## config.mk

```make
export PLATFORM = sky130hd
export DESIGN_NAME = cfd_front_flat
export DESIGN_NICKNAME = d
export VERILOG_FILES = /design/src/hdl/cfd_pkg.sv /design/src/hdl/cfd_if.sv /design/src/hdl/cfd_front.sv /design/src/flat_wrapper.sv
export SDC_FILE = /design/constraint.sdc
export NUM_CORES = 1
export LEC_CHECK = 0
export BUFFER_PORTS_ARGS = -buffer_cell sky130_fd_sc_hd__buf_4
export CORE_ASPECT_RATIO = 1.1
export CORE_UTILIZATION = 51
export CTS_CLUSTER_SIZE = 14
export DETAILED_ROUTE_END_ITERATION = 16
export PLACE_DENSITY = 0.84
export SETUP_SLACK_MARGIN = 0.05
export SKIP_LAST_GASP = 1
export SYNTH_ARGS = -nofsm -noshare
export SYNTH_HDL_FRONTEND = slang
export SYNTH_SLANG_ARGS = --single-unit
```

## constraint.sdc

```tcl
create_clock -name clk -period 10.6 [get_ports clk]
set_input_delay 2.12 -clock clk [delete_from_list [all_inputs] [get_ports clk]]
set_output_delay 2.12 -clock clk [all_outputs]
set_load 0.05 [all_outputs]
```

## src/hdl/cfd_pkg.sv

```systemverilog
// cfd_pkg: shared types, register codes and reset values for the crossfade dither block
// no dependencies; used by every file in hdl/

package cfd_pkg;

	localparam int MAX_FIELDS_DEF     = 512;
	localparam int MAX_FIELD_SIZE_DEF = 8;
	localparam int QUEUE_DEPTH        = 4;
	localparam int PIPE_SLOTS         = 4;
	localparam int CFG_IDX_W          = 3;
	localparam int CFG_DATA_W         = 24;
	localparam int SUB_W              = 3;
	localparam int INDEX_W            = 12;

	typedef enum logic [CFG_IDX_W-1:0] {
		REG_GAIN      = 3'd0,
		REG_BLACK     = 3'd1,
		REG_NO_DITHER = 3'd2,
		REG_FSIZE     = 3'd3,
		REG_FCOUNT    = 3'd4,
		REG_CMAP      = 3'd5
	} cfg_reg_t;

	typedef struct packed {
		logic [7:0]  gain_code;
		logic [7:0]  black_point;
		logic [7:0]  no_dither_point;
		logic [3:0]  field_size;
		logic [9:0]  field_count;
		logic [23:0] channel_map;
	} cfg_t;

	localparam logic [7:0]  GAIN_RST   = 8'd255;
	localparam logic [7:0]  BLACK_RST  = 8'd0;
	localparam logic [7:0]  NODITH_RST = 8'd0;
	localparam logic [3:0]  FSIZE_RST  = 4'd3;
	localparam logic [9:0]  FCOUNT_RST = 10'd512;
	localparam logic [23:0] CMAP_RST   = 24'hFAC688;

	typedef struct packed {
		logic [7:0]         origin_value;
		logic [7:0]         target_value;
		logic [7:0]         progress_code;
		logic [INDEX_W-1:0] byte_index;
		logic               frame_done;
	} item_t;

	typedef struct packed {
		logic valid;
		logic full;
	} q_status_t;

endpackage

```

## src/hdl/cfd_if.sv

```systemverilog
// cfd_if: valid/ready channel interfaces for item input, result output and register writes
// depends on cfd_pkg

interface cfd_in_if;
	logic       valid;
	logic       ready;
	logic [7:0] origin_value;
	logic [7:0] target_value;
	logic [7:0] progress_code;

	modport source (output valid, origin_value, target_value, progress_code, input ready);
	modport sink (input valid, origin_value, target_value, progress_code, output ready);
endinterface


```

## src/hdl/cfd_front.sv

```systemverilog
// cfd_front: accepts input transfers, walks field/subfield counters, forms store position
// and byte index; depends on cfd_pkg and cfd_if

module cfd_front #(
	parameter int MAX_FIELDS     = cfd_pkg::MAX_FIELDS_DEF,
	parameter int MAX_FIELD_SIZE = cfd_pkg::MAX_FIELD_SIZE_DEF,
	localparam int DEPTH         = MAX_FIELDS * MAX_FIELD_SIZE,
	localparam int PW            = (DEPTH > 1) ? $clog2(DEPTH) : 1
) (
	input  logic                 clk,
	input  logic                 arst_n,
	input  cfd_pkg::cfg_t        cfg,
	input  logic                 accept_ok,
	cfd_in_if.sink               feed,
	output logic                 push,
	output cfd_pkg::item_t       item,
	output logic [PW-1:0]        pos
);

	localparam int FW  = (MAX_FIELDS > 1) ? $clog2(MAX_FIELDS) : 1;
	localparam int CW  = ($clog2(MAX_FIELDS + 1) > 10) ? $clog2(MAX_FIELDS + 1) : 10;
	localparam int IW  = FW + 5;
	localparam int SW  = cfd_pkg::SUB_W;

	logic [SW-1:0] sub_q;
	logic [FW-1:0] fld_q;
	logic [3:0]    size;
	logic [CW-1:0] fc;
	logic [CW-1:0] cnt;
	logic [SW-1:0] sub;
	logic [FW-1:0] fld;
	logic          sub_end;
	logic          fld_end;
	logic [SW-1:0] dest;
	logic [IW-1:0] lin_base;

	assign feed.ready = accept_ok;
	assign push       = feed.valid && accept_ok;

	always_comb begin
		fc = CW'(cfg.field_count);
		if (cfg.field_size == 4'd0) begin
			size = 4'd1;
		end else if (cfg.field_size > 4'(MAX_FIELD_SIZE)) begin
			size = 4'(MAX_FIELD_SIZE);
		end else begin
			size = cfg.field_size;
		end
		if (fc == '0) begin
			cnt = CW'(1);
		end else if (fc > CW'(MAX_FIELDS)) begin
			cnt = CW'(MAX_FIELDS);
		end else begin
			cnt = fc;
		end
		// hold counters inside the current limits
		sub      = (4'(sub_q) >= size) ? SW'(size - 4'd1) : sub_q;
		fld      = (CW'(fld_q) >= cnt) ? FW'(cnt - CW'(1)) : fld_q;
		sub_end  = (4'(sub) + 4'd1) >= size;
		fld_end  = (CW'(fld) + CW'(1)) >= cnt;
		dest     = cfg.channel_map[SW*sub +: SW];
		lin_base = IW'(fld) * IW'(size);
		pos      = PW'(lin_base + IW'(sub));

		item.origin_value  = feed.origin_value;
		item.target_value  = feed.target_value;
		item.progress_code = feed.progress_code;
		item.byte_index    = cfd_pkg::INDEX_W'(lin_base + IW'(dest));
		item.frame_done    = sub_end && fld_end;
	end

	always_ff @(posedge clk or negedge arst_n) begin
		if (!arst_n) begin
			sub_q <= '0;
			fld_q <= '0;
		end else if (push) begin
			if (sub_end) begin
				sub_q <= '0;
				fld_q <= fld_end ? '0 : fld + FW'(1);
			end else begin
				sub_q <= sub + SW'(1);
			end
		end
	end

endmodule

```

## src/flat_wrapper.sv

```systemverilog
// flat-port wrapper written by rule: the top's interface ports become plain ports
module cfd_front_flat 
#(
	parameter int MAX_FIELDS     = cfd_pkg::MAX_FIELDS_DEF,
	parameter int MAX_FIELD_SIZE = cfd_pkg::MAX_FIELD_SIZE_DEF,
	localparam int DEPTH         = MAX_FIELDS * MAX_FIELD_SIZE,
	localparam int PW            = (DEPTH > 1) ? $clog2(DEPTH) : 1
)
  (clk, arst_n, cfg, accept_ok, push, item, pos, feed_valid, feed_origin_value, feed_target_value, feed_progress_code, feed_ready);
  cfd_in_if feed_i ();
  input  logic clk;
  input  logic arst_n;
  input  cfd_pkg::cfg_t cfg;
  input  logic accept_ok;
  output logic push;
  output cfd_pkg::item_t item;
  output logic [PW-1:0] pos;
  input wire logic [$bits(feed_i.valid)-1:0] feed_valid;
  input wire logic [$bits(feed_i.origin_value)-1:0] feed_origin_value;
  input wire logic [$bits(feed_i.target_value)-1:0] feed_target_value;
  input wire logic [$bits(feed_i.progress_code)-1:0] feed_progress_code;
  output wire logic [$bits(feed_i.ready)-1:0] feed_ready;
  assign feed_i.valid = feed_valid;
  assign feed_i.origin_value = feed_origin_value;
  assign feed_i.target_value = feed_target_value;
  assign feed_i.progress_code = feed_progress_code;
  assign feed_ready = feed_i.ready;
  cfd_front #(.MAX_FIELDS(MAX_FIELDS), .MAX_FIELD_SIZE(MAX_FIELD_SIZE)) u_core (.clk(clk), .arst_n(arst_n), .cfg(cfg), .accept_ok(accept_ok), .feed(feed_i), .push(push), .item(item), .pos(pos));
endmodule
```

======== Word level (Yosys, flattened, before mapping) ========
Cells that the tools add are included.
storage, ports and cells
  register bits ........................... 12
  logic and storage cells ................. 32
operators by class
  add/subtract/negate cells ............... 8
  multipliers ............................. 2
  magnitude comparators ................... 6
  shift-type cells ........................ 1
  muxes and demuxes ....................... 8
  reductions and logical operators ........ 5
operators with widths
  operator                                                            count
  12-bit by 3-bit adder with 12-bit output                            2
  24-bit by 6-bit indexed part select with 3-bit output               1
  10-bit two-way mux                                                  2
  9-bit two-way mux                                                   2
  9-bit by 4-bit multiplier with 12-bit output                        1
  9-bit by 1-bit adder with 10-bit output, second input constant      1
  10-bit >= comparator                                                1
  9-bit by 10-bit >= comparator with 1-bit output                     1
  10-bit > comparator, second input constant                          1
  10-bit zero test                                                    1
  9-bit by 1-bit adder with 9-bit output, second input constant       1
  9-bit by 1-bit subtractor with 9-bit output, second input constant  1
  4-bit two-way mux                                                   2
  3-bit two-way mux                                                   2
  2-bit by 3-bit multiplier with 5-bit output, first input constant   1
  3-bit by 1-bit adder with 4-bit output, second input constant       1
  3-bit by 4-bit >= comparator with 1-bit output                      1
  4-bit >= comparator                                                 1
  4-bit > comparator, second input constant                           1
  4-bit zero test                                                     1
  3-bit by 1-bit adder with 3-bit output, second input constant       1
  3-bit by 1-bit subtractor with 3-bit output, second input constant  1
  1-bit logical AND                                                   2
  2-bit AND reduction                                                 1

======== Logic depth before layout (Yosys ltp) ========
  depth in word-level cells ............... 8
  gate-level depth with buffers ........... 27

======== Least setup slack after synthesis ========
OpenSTA, ideal clock, no wires.
  path type ............................... input to output
  start ................................... in cfg[27] in the netlist's numbering
  end ..................................... out item[12] in the netlist's numbering
  arrival time ............................ 8206 ps
  required time ........................... 8480 ps
  slack ................................... 274 ps
  cell stages on the path ................. 27
  path buffers ............................ 4
  cells stage by stage .................... buf_2 -> nor4_4 -> a21oi_1 -> nor2_2 -> ha_1 -> nand2b_1 -> a211oi_1 -> o211ai_1 -> and2_1 -> buf_2 -> buf_4 -> nand2_1 -> o21ai_1 -> inv_1 -> nand2_1 -> fa_1 -> inv_1 -> fa_1 -> fa_1 -> a21o_1 -> a211oi_1 -> o21bai_1 -> xor2_1 -> and3_1 -> clkbuf_1 -> nand4_1 -> xnor2_1
RTL lines
  item         line                source
  from (decl)  flat_wrapper.sv:13  input cfd_pkg::cfg_t cfg;
  to (decl)    flat_wrapper.sv:16  output cfd_pkg::item_t item;

==> impl_metrics.ini <==
[placed_design]
dp_hpwl_um = 7260
gp_congestion = 0.905
io_buffers = 68

[synth]
ys_warn_count = 0
synthArstFlopShare_pct = 100
synth_cell_type_count = 56
synth_seq_cells = 12
seq_area_frac_synth_pct = 8.27
postSynthCellCount = 457
synth_nets = 614
dominantRegCellSynth = dfrtp_1
avgSynthCellArea_sq_um = 7.94
synth_edf_count = 0
synthesis.area_sq_um = 3630

[critical_path]
crit_path_start_kind = input pin
arrival_ns = 7.87
end_kind = primary output
path_class = in2out
cpMaxStageDelayCell = o41ai_4
worstPathCellList = buf_4 > inv_2 > nand2_1 > ha_1 > o21a_1 > nor2_1 > o41ai_4 > and2_2 > buf_4 > mux2i_1 > nor2_1 > fa_1 > inv_1 > fa_1 > inv_1 > ha_1 > a21o_1 > a211oi_1 > o21bai_1 > xor2_1 > and3_1 > nand4_1 > xnor2_1 > buf_4
rrSetupSlack_ns = 5.49
worst_ep_required_time_ns = 8.48
cp_top_family = adder cells
slowest_delay_ns = 0.52
crit_top_cell = buf_4
critPathBufInv = 6
cp_max_fo = 13

[hold_path]
hold_path.class = reg2reg

[clock_network]
numCtsBuffers = 3
cts-root-buf = clkbuf_8
clockBufferDepth = 2
clock-sinks = 12
clk_pin_slew_ns = 0.05
worstSkewPairLatency_ns = 0.26
cts_setup_buffers = 0
cts_tree = done
ctsHoldBuffers = 0
ctsHtreeMaxLevel = 1

[floorplanning]
ios = 141
die_area_sq_um = 7460
design.core.area_sq_um = 6750
die_h_um = 90.5
num_rows = 31
start_util_pct = 53.8
dieWidth_um = 82.4

[sta]
max_freq_mhz = 100
rsz0062_at_grt = false
tns_ns = 0
setup_viol_count_final = 0
hold_viol = 0
relSlewSlack_pct = 58.6
tightest_slew_ns = 0.619
skew_ns = 0.00754
drv_slew = 0
timing.final.crit_share_pct = 94.2
fin_crit_ns = 9.99

[layout]
antenna_cells = 0
area_growth_syn_to_layout_pct = 13.1
utilization_pct = 60.8
fillers = 588
drive_gt1_share_pct = 20.5
final_nets = 656

[run_status]
status = finished clean

[global_route]
first_global_vias = 3344
grt_max_degree = 14
grt.overflow.total = 0
grt_usage_pct = 24.2
grt_first_pass_wirelength_um = 14600
antenna_found_initial = 0

[routing]
wl_per_cell_um = 14.6
antenna_left = 0
viasPerCell = 5.77
first_pass_iters = 4
dr.first_iter.drc_count = 113
drt_wl_total_um = 8450
drc = 0
num_vias = 3348

[power_and_ir_drop]
power_density_nw_per_um2 = 348
p_leak_nw = 2.03
ir_worst_vdd_uv = 507

[flow_run]
maxCapViolCount = 0
[synth_stat cells, drive strengths merged, types with 2 or more instances]
library cell   n  share of area [%]
nand3         12                1.7
nor3           6               0.83
inv           42                4.3
o21a           2               0.41
nor4           4                1.3
a211oi         8                1.7
or3            4               0.69
buf           33                6.4
a2111oi        2               0.48
nand2         39                4.0
xor2          14                3.4
nand2b        13                2.2
a21o           9                1.9
fa            16                8.8
ha            51                 18
a31o           3               0.72
or2            4               0.69
clkbuf         3               0.31
nor2b          4               0.69
and2           5               0.86
mux4           6                3.7
xnor2         27                6.5
and3           4               0.69
mux2           5                1.6
a21oi         27                3.7
o31ai          5                1.0
o211ai         2               0.41
mux2i          4                1.1
nor2          45                4.7
o21ai         17                2.3
a22o           9                2.2
dfrtp         12                8.3
o21bai         3               0.62
nand4          4               0.69
[where the power goes]
group / internal, W / total, W / switching, W
Combinational: 0.000456 / 0.00129 / 0.000833
Clock: 0.0000330 / 0.0000535 / 0.0000206
Sequential: 0.0000624 / 0.0000847 / 0.0000222
Total: 0.000552 / 0.00143 / 0.000875
[kinds of logic after synthesis]
| kind of cell | after synthesis | share of synthesized area (%) |
|---|---|---|
| XOR/XNOR | 41 | 9.89 |
| flip-flops | 12 | 8.27 |
| AND/OR/NAND/NOR | 146 | 19.7 |
| buffers and inverters | 79 | 11.2 |
| adder cells (fa/ha/maj) | 67 | 26.4 |
| AO/OA/AOI/OAI | 97 | 18.2 |
| multiplexers | 15 | 6.38 |
[registers in the layout (all words and copies together) (netlist names)]
signal	cells
u_core.fld_q	9
u_core.sub_q	3
[area by class of cell]
| class | instances | area [sq um] | area share, % |
|---|---|---|---|
| multi-input cells | 366 | 2940 | 71.6 |
| repair buffers | 73 | 548 | 13.4 |
| flip-flops and latches | 12 | 300 | 7.32 |
| inverters | 43 | 161 | 3.93 |
| well taps | 82 | 103 | 2.50 |
| clock buffers | 4 | 55.1 | 1.34 |
[through the flow]
stage               setup slack [ns]  instance area (sq um)  hold slack [ns]  power (W)  instances
finish                         0.612                   4100            0.549    0.00143        580
global route                   0.123                   4100            0.586    0.00155        580
CTS                            0.309                   4090            0.552    0.00143        580
detailed placement             0.334                   4040            0.540    0.00137        576
global placement               0.504                   4040            0.517    0.00133        576
floorplan                      0.274                   3630            0.476    0.00109        457
[path summary, 6_finish.rpt]
path | depth (start not counted) | start | endpoint
worst max-delay path | 24 | cfg[33] | item[12]
worst min-delay path | 2 | u_core.sub_q[1] | u_core.sub_q[1]
worst max register to register | 18 | u_core.fld_q[4] | u_core.fld_q[8]
worst min register to register | 2 | u_core.sub_q[1] | u_core.sub_q[1]
max in group asynchronous | 1 | arst_n | u_core.fld_q[1]
min in group asynchronous | 1 | arst_n | u_core.fld_q[3]
[cell usage in the layout (no fill, tap or decap), types with 5 or more instances in the layout]
master / Yosys / routed
a211oi_1: 8 / 8
a21o_1: 9 / 9
a21oi_1: 27 / 27
a22o_1: 9 / 9
buf_4: 27 / 73
dfrtp_1: 12 / 12
fa_1: 16 / 16
ha_1: 51 / 51
inv_1: 39 / 39
mux4_2: 6 / 6
nand2_1: 39 / 39
nand2b_1: 13 / 13
nand3_1: 12 / 12
nor2_1: 44 / 44
nor3_1: 6 / 6
o21ai_0: 11 / 11
o21ai_1: 6 / 6
o31ai_1: 5 / 5
xnor2_1: 27 / 27
xor2_1: 14 / 14
[metal layers]
metal / vias to the layer above / global-route usage (%) / routed length (um)
li1: 1652 / - / -
met1: 1551 / 27.7 / 3350
met2: 115 / 43.1 / 4320
met3: 30 / 2.32 / 457
met4: 0 / 12.3 / 317
met5: - / 0 / 0
[tightest hold or removal path, delay by kind of cell (launching register included)]
| family | cells | cell delay [ns] |
|---|---|---|
| flops | 1 | 0.38 |
| compound gates | 1 | 0.07 |
| simple gates | 1 | 0.06 |
[timing repair]
item                                   4_1_cts  5_1_grt
setup endpoints to repair                    0        8
endpoints found under the hold margin        0        0
resized for setup                            0        2
(Power assumes the default switching activity.)
