## config.mk

```make
export PLATFORM = sky130hd
export DESIGN_NAME = cfd_queue
export DESIGN_NICKNAME = d
export VERILOG_FILES = /design/src/hdl/cfd_pkg.sv /design/src/hdl/cfd_queue.sv
export SDC_FILE = /design/constraint.sdc
export NUM_CORES = 1
export LEC_CHECK = 0
export BUFFER_PORTS_ARGS = -buffer_cell sky130_fd_sc_hd__buf_4
export CAP_MARGIN = 20
export CORE_UTILIZATION = 50
export DETAILED_ROUTE_END_ITERATION = 7
export PLACE_DENSITY = 0.71
export SLEW_MARGIN = 20
export SYNTH_ARGS = -nofsm -noshare
export SYNTH_HDL_FRONTEND = slang
export SYNTH_SLANG_ARGS = --single-unit
```

## constraint.sdc

```tcl
create_clock -name clk -period 1.4 [get_ports clk]
set_clock_uncertainty 0.1 [all_clocks]
set_input_delay 0.14 -clock clk [delete_from_list [all_inputs] [get_ports clk]]
set_output_delay 0.14 -clock clk [all_outputs]
set_load 0.005 [all_outputs]
```

## src/hdl/cfd_pkg.sv

```systemverilog
// cfd_pkg: shared types, register codes and reset values for the crossfade dither block
// no dependencies; used by every file in hdl/

package cfd_pkg;

	localparam int MAX_FIELDS_DEF     = 512;
	localparam int MAX_FIELD_SIZE_DEF = 8;
	localparam int QUEUE_DEPTH        = 4;
	localparam int PIPE_SLOTS         = 4;
	localparam int CFG_IDX_W          = 3;
	localparam int CFG_DATA_W         = 24;
	localparam int SUB_W              = 3;
	localparam int INDEX_W            = 12;

	typedef enum logic [CFG_IDX_W-1:0] {
		REG_GAIN      = 3'd0,
		REG_BLACK     = 3'd1,
		REG_NO_DITHER = 3'd2,
		REG_FSIZE     = 3'd3,
		REG_FCOUNT    = 3'd4,
		REG_CMAP      = 3'd5
	} cfg_reg_t;

	typedef struct packed {
		logic [7:0]  gain_code;
		logic [7:0]  black_point;
		logic [7:0]  no_dither_point;
		logic [3:0]  field_size;
		logic [9:0]  field_count;
		logic [23:0] channel_map;
	} cfg_t;

	localparam logic [7:0]  GAIN_RST   = 8'd255;
	localparam logic [7:0]  BLACK_RST  = 8'd0;
	localparam logic [7:0]  NODITH_RST = 8'd0;
	localparam logic [3:0]  FSIZE_RST  = 4'd3;
	localparam logic [9:0]  FCOUNT_RST = 10'd512;
	localparam logic [23:0] CMAP_RST   = 24'hFAC688;

	typedef struct packed {
		logic [7:0]         origin_value;
		logic [7:0]         target_value;
		logic [7:0]         progress_code;
		logic [INDEX_W-1:0] byte_index;
		logic               frame_done;
	} item_t;

	typedef struct packed {
		logic valid;
		logic full;
	} q_status_t;

endpackage

```

## src/hdl/cfd_queue.sv

```systemverilog
// cfd_queue: short fifo decoupling the front end from the back end
// depends on cfd_pkg

module cfd_queue #(
	parameter int WIDTH = 8
) (
	input  logic               clk,
	input  logic               arst_n,
	input  logic               push,
	input  logic [WIDTH-1:0]   din,
	input  logic               pop,
	output logic [WIDTH-1:0]   dout,
	output cfd_pkg::q_status_t status
);

	localparam int D  = cfd_pkg::QUEUE_DEPTH;
	localparam int AW = (D > 1) ? $clog2(D) : 1;
	localparam int NW = $clog2(D + 1);

	logic [WIDTH-1:0] slot_q [D];
	logic [AW-1:0]    wr_q;
	logic [AW-1:0]    rd_q;
	logic [NW-1:0]    fill_q;

	assign dout         = slot_q[rd_q];
	assign status.valid = fill_q != '0;
	assign status.full  = fill_q == NW'(D);

	always_ff @(posedge clk or negedge arst_n) begin
		if (!arst_n) begin
			wr_q   <= '0;
			rd_q   <= '0;
			fill_q <= '0;
		end else begin
			if (push) begin
				wr_q <= (wr_q == AW'(D - 1)) ? '0 : wr_q + AW'(1);
			end
			if (pop) begin
				rd_q <= (rd_q == AW'(D - 1)) ? '0 : rd_q + AW'(1);
			end
			case ({push, pop})
				2'b10:   fill_q <= fill_q + NW'(1);
				2'b01:   fill_q <= fill_q - NW'(1);
				default: fill_q <= fill_q;
			endcase
		end
	end

	always_ff @(posedge clk) begin
		if (push) begin
			slot_q[wr_q] <= din;
		end
	end

endmodule

```

# After elaboration in Yosys (flattened, before gate mapping)
# Memory sizes are Yosys's and may differ from the RTL's.
# Index checks and enable logic that the tools add are counted.
# totals
mem_count	1
reg_bits	7
elab_cells	20
inputBits	12
out_inout_bits	10
ram_bits	32
# classes
eq_ne	5
mux	5
addsub	4
n_reduce_logical	2
# memory_table
name	words	width	read_ports	rd_clocked_by_memory_dff	write_ports	line	text
slot_q	4	8	1	0	1	cfd_queue.sv:20	logic [WIDTH-1:0] slot_q [D];
# op_table
operator	count
equality test 2 bit (second input constant)	3
one-hot mux 3 bit (2 select lines)	1
adder 2 x 1 -> 2 bit (second input constant)	2
two-way mux 2 bit	2
adder 3 x 1 -> 3 bit (second input constant)	1
equality test 3 bit (second input constant)	1
nonzero test 3 bit	1
subtractor 3 x 1 -> 3 bit (second input constant)	1
equality test 2 x 1 -> 1 bit (second input constant)	1
two-way mux 1 bit	2
nonzero test 2 bit	1

# Logic depth before layout (Yosys ltp)
# Gate-level depths: netlist (run 1).
# depth
depth_word	2
depth_mapped	6
depth_no_buf	6

# Least setup slack after synthesis (run 1)
# Ideal clock, no wire load.
# synth_path
kind	flip-flop to flip-flop
start	register fill_q[0]
end	register fill_q[2]
slack_ns	0.020
required_time_ns	1.175
period_less_slack_ns	1.380
path_stages_with_launch	5
setup_ns	0.125
t_arrival_ns	1.155
cell_sequence	dfrtp_1 fa_1 xnor2_1 nor2_1 xor2_1
# synth_between
elab_chain_cells	2
word_cells_on_any_way	3
cone_classes	add/sub: 2; mux: 1
# synth_lines
element	line	text
start: declaration	cfd_queue.sv:23	logic [NW-1:0] fill_q;
start signal: assignment	cfd_queue.sv:42	2'b10: fill_q <= fill_q + NW'(1);
start signal: assignment	cfd_queue.sv:43	2'b01: fill_q <= fill_q - NW'(1);
start signal: assignment	cfd_queue.sv:44	default: fill_q <= fill_q;
subtractor 3 x 1 -> 3 bit / adder 3 x 1 -> 3 bit (equally long branches)	cfd_queue.sv:43, cfd_queue.sv:42	
one-hot mux 3 bit (2 select lines) (*)	cfd_queue.sv:41	case ({push, pop})
# Mark *: on every way between the ends. The rest lies on a longest branch, timed or not.
# A chain may end at the register's enable or synchronous reset.

# Worst setup path in the final report (run 1)
# layout_path
start	register rd_q[0]
end	output port dout[4]
# layout_between
elab_chain_cells	1
# layout_lines
element	line	text
start: declaration	cfd_queue.sv:22	logic [AW-1:0] rd_q;
start signal: assignment	cfd_queue.sv:39	rd_q <= (rd_q == AW'(D - 1)) ? '0 : rd_q + AW'(1);
memory (4 x 8 bit)	-	
end: declaration	cfd_queue.sv:12	output logic [WIDTH-1:0] dout,
# No other way between the ends.

==> results by group, run 1 <==
Final layout
  – Layout area overhead: 40.21%
  – Post-Layout Cell Count: 164
  – Finished Core Util: 0.7693
  – Diodes inserted: 0
  – Final design area excluding fillers: 2195 um2
  – Share of layout cells above drive strength 1: 0.4737
  – Final nets: 151
  – Multi-input combinational cell area: 420.4 um2
  – Register area: 1137 um2
  – Fillers: 167

Logic synthesis
  – Top post-synthesis cells by area: edfxtp_1, mux4_2, dfrtp_1
  – Synthesized flop and latch total: 39
  – Avg Inst Size Synth: 20.33 um2
  – Cell taking the most area after synthesis: edfxtp_1
  – Sequential fraction of the synthesis area: 0.7258
  – Share of Yosys cell area claimed by the top area cell type: 0.6139
  – Mapped Nets: 96
  – Post-Syn Instances: 77
  – Distinct cell type count after synthesis: 17
  – Synthesized area: 1565 um2
  – Ys Warns: 0

Clocking
  – Clock Path Buffers: 2
  – CTS tree: done
  – H-tree depth: 2
  – CTS Root Cell: clkbuf_4
  – Clock sinks: 39
  – CTS Buf Count: 5
  – Worst skew pair latency: 0.35 ns
  – Reg clk slew, reported paths: 0.12 ns

Global route
  – Largest net degree at the start of global routing: 14
  – Initial antenna violation count: 0
  – Overflow after GRT: 0
  – Total track usage: 0.1780
  – Vias in the first global route: 928
  – First-pass GRT wire length: 4.153 mm

Floorplan
  – Row cnt: 19
  – Initial Util: 0.5487
  – Area of the die: 3358 um2
  – Num ports: 22
  – Die H: 57.95 um
  – Core Area: 2853 um2
  – Die width: 57.95 um

Setup path
  – Worst setup EP type: output pin
  – Worst Setup SP: rd_q[0]
  – Worst R2R Setup Slack: -0.14 ns
  – CP Max Fanout: 3
  – CP required: 1.16 ns
  – CP arrival: 1.56 ns
  – FF-to-FF path depth: 5
  – Startpoint types: register
  – R2r endpoint: fill_q[2]
  – Critical path start-end classification: reg -> out
  – Worst reg2reg startpoint: fill_q[0]

Timing
  – Final-report max-slew violation count: 0
  – Fin. Hold Viols: 0
  – Final period util: 1.285
  – Minimum hold slack: 0.04434 ns
  – Fin crit period: 1.799 ns
  – RSZ-0062 raised after global routing: yes
  – Slew @ Worst Pin: 0.2384 ns
  – Relative slew slack: 0.8411
  – Setup TNS: -3.587 ns
  – Final WS setup: -0.3987 ns
  – Max Clock Freq: 556.0 MHz
  – Setup violations, final: 12

Placed design
  – DPL Wire Length: 1.692 mm
  – Port-buffer cells: 21
  – Worst slack, placed: -0.07911 ns
  – Routability cong.: 0.7733
  – Placed insts: 140
  – Placed Area: 1893 um2

Pwr
  – VDD IR-drop max: 1.324 mV
  – Pwr Density: 1872 nW/um2
  – Leakage: 0.8609 nW
  – Power, Total: 4.108 mW

Detailed routing
  – DR vias/cell: 5.348
  – 1st-iter DRT viols: 10
  – DRC Markers: 1
  – Routed WL: 2.665 mm
  – Avg WL per Cell: 16.25 um
  – Vias: 877
  – Drt pass-1 iters: 8
  – DRT antenna net count: 0

Min path
  – WHS Path Cells: 3
  – HP Class: in -> reg
  – Hold_sp: pop
  – Hold Crit Endpoint: rd_q[0]

Status
  – Failing checks: DRC, setup timing
  – Status: finished, violations left

Run
  – Max Cap Violations: 0
[Yosys cell counts]
cell type,count
mux4_2,8
nand2_1,1
xnor2_1,2
xor2_1,1
fa_1,1
or3_1,2
nor2_1,2
inv_1,3
ha_1,6
and2_1,4
o21ai_0,2
buf_2,1
nor3b_1,1
mux2_2,3
dfrtp_1,7
edfxtp_1,32
buf_6,1
[layout make-up]
type	instances	share of cell area
Timing Repair Buffer	50	0.2303
Multi-Input combinational cell	33	0.1916
Clock inverter	3	0.01995
Sequential cell	39	0.5182
Clock buffer	5	0.01710
Inverter	3	0.005131
Tap cell	31	0.01767
[cells in the final DEF, fill, tap and decap left out, drive strengths merged]
cell type,count
and2,4
buf,39
bufinv,1
clkbuf,5
clkinv,2
dfrtp,7
dlygate4sd3,11
edfxtp,32
fa,1
ha,6
inv,3
mux2,3
mux4,8
nand2,1
nor2,2
nor3b,1
o21ai,2
or3,2
xnor2,2
xor2,1
[flip-flops by register name (all words and copies together) (netlist names)]
register / flops
slot_q: 32
fill_q: 3
rd_q: 2
wr_q: 2
[logic make-up after synthesis]
| logic type | count (synthesis) | share of synthesized area |
|---|---|---|
| simple gates | 10 | 0.03597 |
| buf+inv | 5 | 0.01758 |
| flops | 39 | 0.7258 |
| compound gates | 2 | 0.006395 |
| xor+xnor | 3 | 0.01679 |
| fa+ha+maj | 7 | 0.06075 |
| mux | 11 | 0.1367 |
[where the power goes]
| part | switching (mW) | total, mW | internal, mW |
|---|---|---|---|
| clock network | 0.371 | 0.747 | 0.376 |
| registers | 0.168 | 1.70 | 1.53 |
| logic | 0.570 | 1.67 | 1.10 |
| total | 1.11 | 4.11 | 3.00 |
[how the worst max path moves through the flow]
stage / end / slack [ns] / depth (start not counted)
2_1_floorplan: fill_q[2] / 0.02 / 4
3_3_place_gp: fill_q[2] / -0.008 / 7
3_5_place_dp: fill_q[2] / -0.08 / 7
4_1_cts: dout[4] / -0.42 / 3
5_1_grt: dout[4] / -0.48 / 3
6_report: dout[4] / -0.40 / 3
[critical path, stage by stage, from the launching register on]
cell and delay (ns):
dfrtp_1 0.42, buf_4 0.15, mux4_2 0.49, buf_4 0.15
[repair_timing]
action	4_1_cts	5_1_grt
setup endpoints to repair	12	15
gates resized for setup	12	8
setup buffers	4	1
endpoints found under the hold margin	40	1
gates cloned	0	0
hold buffers	10	1
pin swaps	3	4
[metal layers]
layer,wire [um],part of all wire,global-route usage
met1,1069,0.40,0.2124
met2,1384,0.52,0.2906
met3,122,0.046,0.06696
met4,89,0.033,0.07823
met5,0,0,0
Power figures use the tool's default switching activity.
==> inputs of run 2 (changes only) <==
BUFFER_PORTS_ARGS = -buffer_cell sky130_fd_sc_hd__buf_2   (was -buffer_cell sky130_fd_sc_hd__buf_4)
SKIP_CTS_REPAIR_TIMING = 1   (was not set)
==> run 2 against run 1 <==
The run still ends with DRC, setup timing left; worst hold slack got worse by 0.030 ns; fmax rose by 2.2%; sequential share of layout area rose by 3.2 points; critical path type unchanged.
==> results by group, run 2 (synthesis results as in run 1) <==
Placed design
  – Port-buffer cells: 21
  – Routability cong.: 0.7920
  – DPL Wire Length: 1.695 mm
  – Worst slack, placed: -0.04906 ns
  – Placed insts: 142
  – Placed Area: 1805 um2

Detailed routing
  – Met3 WL: 102 um
  – DR vias/cell: 5.270
  – Top sig layer: met4
  – Avg WL per Cell: 16.06 um
  – DRC Markers: 1
  – Met2 wire length: 1.378 mm
  – Drt pass-1 iters: 6
  – Vias: 859
  – DRT antenna net count: 0
  – 1st-iter DRT viols: 17
  – Routed WL: 2.617 mm
  – Met1 WL: 1.101 mm

Pwr
  – Pwr Density: 1859 nW/um2
  – VDD IR-drop max: 1.052 mV
  – Leakage: 0.8183 nW
  – Switch Pwr: 1.067 mW
  – Seq pwr share: 0.440
  – Power, Total: 3.840 mW
  – Pint: 2.773 mW
  – Sw frac: 0.2780
  – Comb pwr share: 0.369
  – Clock share of power: 0.191

Final layout
  – Final nets: 150
  – Layout area overhead: 31.97%
  – Max FFs per register: 32
  – Final design area excluding fillers: 2066 um2
  – Share of layout cells above drive strength 1: 0.4924
  – Diodes inserted: 0
  – Finished Core Util: 0.7241
  – Leading cell type in the layout, fill and taps excluded: edfxtp_1
  – Largest registers: slot_q: 32 flops, fill_q: 3 flops
  – Commonest non-fill, non-tap cells in the layout: edfxtp_1, buf_2, buf_4, dlygate4sd3_1, mux4_2
  – Post-Layout Cell Count: 163
  – Biggest register: slot_q

Timing
  – Minimum hold slack: 0.01466 ns
  – Fin. Hold Viols: 0
  – RSZ-0062 raised after global routing: yes
  – Slew @ Worst Pin: 0.2744 ns
  – Final WS setup: -0.3602 ns
  – Final period util: 1.257
  – Setup violations, final: 11
  – Setup TNS: -3.066 ns
  – Final-report max-slew violation count: 0
  – Max Clock Freq: 568.1 MHz
  – Fin crit period: 1.760 ns
  – Relative slew slack: 0.8170

Setup path
  – CP Max Fanout: 5
  – CP arrival: 1.52 ns
  – Startpoint types: register
  – Worst setup EP type: output pin
  – Critical path start-end classification: reg -> out
  – R2r endpoint: fill_q[2]
  – Worst reg2reg startpoint: fill_q[0]
  – FF-to-FF path depth: 5
  – CP required: 1.16 ns
  – Worst R2R Setup Slack: -0.10 ns

Global route
  – Vias in the first global route: 768
  – Total track usage: 0.1585
  – Largest net degree at the start of global routing: 14
  – First-pass GRT wire length: 3.622 mm
  – Initial antenna violation count: 0
  – Overflow after GRT: 0

Floorplan
  – Initial Util: 0.5487
  – Row cnt: 19
  – Core Area: 2853 um2
  – Num ports: 22
  – Die width: 57.95 um
  – Die H: 57.95 um
  – Area of the die: 3358 um2

Min path
  – HP Class: in -> reg
  – WHS Path Cells: 3
  – Hold Crit Endpoint: wr_q[0]
  – Hold_sp: push

Clocking
  – H-tree depth: 2
  – CTS Root Cell: clkbuf_4
  – Worst skew pair latency: 0.34 ns
  – Clock sinks: 39
  – CTS tree: done
  – Clock Path Buffers: 2
  – CTS Buf Count: 5
  – Reg clk slew, reported paths: 0.11 ns

Run
  – Max Cap Violations: 0

Status
  – Status: finished, violations left
  – Failing checks: DRC, setup timing
-- run 2: cell types whose count changed in the layout (fill, tap and decap cells not counted), sizes merged --
cell,change
buf,+1
dlygate4sd3,-2
-- run 2: final cells by class --
class / count / area [um2]
clock inverters: 3 / 43.79
multi-input cells: 33 / 432.9
repair buffers: 49 / 364.1
clock buffers: 5 / 37.54
flip-flops and latches: 39 / 1137
well taps: 31 / 38.79
fillers: 190 / 787.0
inverters: 3 / 11.26
-- run 2: power groups by stage --
stage | Clock, mW | Sequential [mW] | Combinational, mW
2_1_floorplan | 0 | 1.64 | 0.724
3_3_place_gp | 0 | 1.70 | 1.11
3_5_place_dp | 0 | 1.71 | 1.14
4_1_cts | 0.758 | 1.68 | 1.14
5_1_grt | 0.802 | 1.72 | 1.55
6_report | 0.735 | 1.69 | 1.42
-- run 2: worst max-delay path, cell delays in order (launching register included) --
cell	delay, ns
dfrtp_1	0.39
buf_6	0.15
mux4_2	0.50
buf_2	0.14
-- run 2: worst max path at each step --
stage,from,to,slack (ns),cells after the start
finish,rd_q[0],dout[4],-0.36,3
global route,rd_q[0],dout[4],-0.44,3
CTS,rd_q[0],dout[4],-0.39,3
detailed placement,push,fill_q[2],-0.05,7
global placement,push,fill_q[2],-0.02,7
floorplan,fill_q[0],fill_q[2],0.02,4
-- run 2: metal layers --
| layer | vias up | GRT usage |
|---|---|---|
| met3 | 4 | 0.07143 |
| met2 | 18 | 0.2512 |
| met1 | 431 | 0.1915 |
| li1 | 406 | - |
| met5 | - | 0 |
| met4 | 0 | 0.06122 |
==> inputs of run 3 (changes only) <==
PLACE_DENSITY = not set   (was 0.71)
PLACE_DENSITY_LB_ADDON = 0.2   (was not set)
==> run 3 against run 2 <==
The run still ends with DRC, setup timing left; critical path depth unchanged; first-iteration DRC count decreased by 5.9%; final cell count rose by 1.2%; design area decreased by 0.73%; clock-buffer cell count unchanged; clock power is 19% lower; non-clock buffer count increased by 2; routed wire length down 4.0%; largest cell class unchanged.
==> results by group, run 3 (synthesis results as in run 1) <==
Floorplan
  – Num ports: 22
  – Die H: 57.95 um
  – Die width: 57.95 um
  – Core Area: 2853 um2
  – Row cnt: 19
  – Initial Util: 0.5487
  – Area of the die: 3358 um2

Final layout
  – Layout area overhead: 31.02%
  – Commonest non-fill, non-tap cells in the layout: edfxtp_1, buf_2, buf_4, dlygate4sd3_1, mux4_2
  – Max FFs per register: 32
  – Leading cell type in the layout, fill and taps excluded: edfxtp_1
  – Final nets: 152
  – Finished Core Util: 0.7189
  – Share of layout cells above drive strength 1: 0.5149
  – Largest registers: slot_q: 32 flops, fill_q: 3 flops
  – Fillers: 195
  – Biggest register: slot_q
  – Diodes inserted: 0

Detailed routing
  – Routed WL: 2.513 mm
  – DRT antenna net count: 0
  – 1st-iter DRT viols: 16
  – Avg WL per Cell: 15.23 um
  – DR vias/cell: 5.200
  – DRC Markers: 2
  – Vias: 858
  – Drt pass-1 iters: 6

Global route
  – Largest net degree at the start of global routing: 15
  – First-pass GRT wire length: 3.884 mm
  – Initial antenna violation count: 0
  – Vias in the first global route: 841
  – Overflow after GRT: 0
  – Total track usage: 0.1698

Clocking
  – CTS Buf Count: 5
  – H-tree depth: 2
  – Clock Path Buffers: 2
  – Clock sinks: 39
  – CTS tree: done
  – CTS Root Cell: clkbuf_4
  – Reg clk slew, reported paths: 0.13 ns
  – Worst skew pair latency: 0.35 ns

Pwr
  – Pwr Density: 1792 nW/um2
  – VDD IR-drop max: 0.9587 mV
  – Leakage: 0.8096 nW

Timing
  – Fin. Hold Viols: 0
  – Setup TNS: -3.417 ns
  – Fin crit period: 1.805 ns
  – Final period util: 1.289
  – Final WS setup: -0.4051 ns
  – RSZ-0062 raised after global routing: yes
  – Setup violations, final: 12
  – Slew @ Worst Pin: 0.1587 ns
  – Relative slew slack: 0.8942
  – Max Clock Freq: 554.0 MHz
  – Final-report max-slew violation count: 0

Setup path
  – CP Max Fanout: 3
  – Worst setup EP type: output pin
  – Critical path start-end classification: reg -> out
  – CP arrival: 1.57 ns
  – CP required: 1.16 ns
  – Startpoint types: register

Placed design
  – DPL Wire Length: 1.789 mm
  – Routability cong.: 0.6850
  – Port-buffer cells: 21

Status
  – Failing checks: DRC, setup timing
  – Status: finished, violations left

Min path
  – HP Class: in -> reg

Run
  – Max Cap Violations: 0
run 3: path summary, 6_finish.rpt:
kind	start	to	slack [ns]	depth (start not counted)
min reg2reg	fill_q[2]	fill_q[2]	0.42	1
min	push	wr_q[0]	0.007	3
max reg2reg	fill_q[0]	fill_q[2]	-0.05	5
max in group asynchronous	arst_n	fill_q[0]	1.02	2
max	rd_q[0]	dout[1]	-0.41	3
min in group asynchronous	arst_n	wr_q[0]	0.03	2
run 3: per-stage QoR:
step | total power, mW | worst slack (ns) | hold slack [ns] | area [um2] | cells
final | 3.675 | -0.4051 | 0.007233 | 2051 | 165
after detailed placement | 2.943 | -0.08289 | -0.1182 | 1841 | 145
after global placement | 2.890 | -0.01424 | -0.1218 | 1841 | 145
after CTS | 3.534 | -0.4223 | -0.5173 | 1902 | 153
after global routing | 3.904 | -0.4801 | 0.01894 | 2051 | 165
after floorplan | 2.366 | 0.01983 | -0.2556 | 1565 | 77
run 3: final cells by class:
| cell class | count | area (um2) | area share |
|---|---|---|---|
| repair buffers | 51 | 380.4 | 0.1855 |
| flip-flops and latches | 39 | 1136 | 0.5540 |
| multi-input cells | 33 | 422.9 | 0.2062 |
| inverters | 3 | 11.26 | 0.005491 |
| well taps | 31 | 38.79 | 0.01891 |
| clock buffers | 5 | 37.54 | 0.01830 |
| clock inverters | 3 | 23.77 | 0.01159 |
run 3: power by group:
group / switching [mW] / leakage [nW] / internal [mW]
clock network: 0.391 / 0.0278 / 0.201
registers: 0.134 / 0.377 / 1.52
logic: 0.546 / 0.405 / 0.879
run 3: critical path: stages, from the launching register on:
cell and delay (ns):
dfrtp_1 0.41, buf_4 0.16, mux4_2 0.50, buf_2 0.14
run 3: routing by layer:
metal  GRT usage  vias up  wire length (um)
li1            -      411                 -
met1      0.2079      423              1066
met2      0.2677       19              1302
met3     0.06473        5                97
met4     0.08163        0                46
met5           0        -                 0
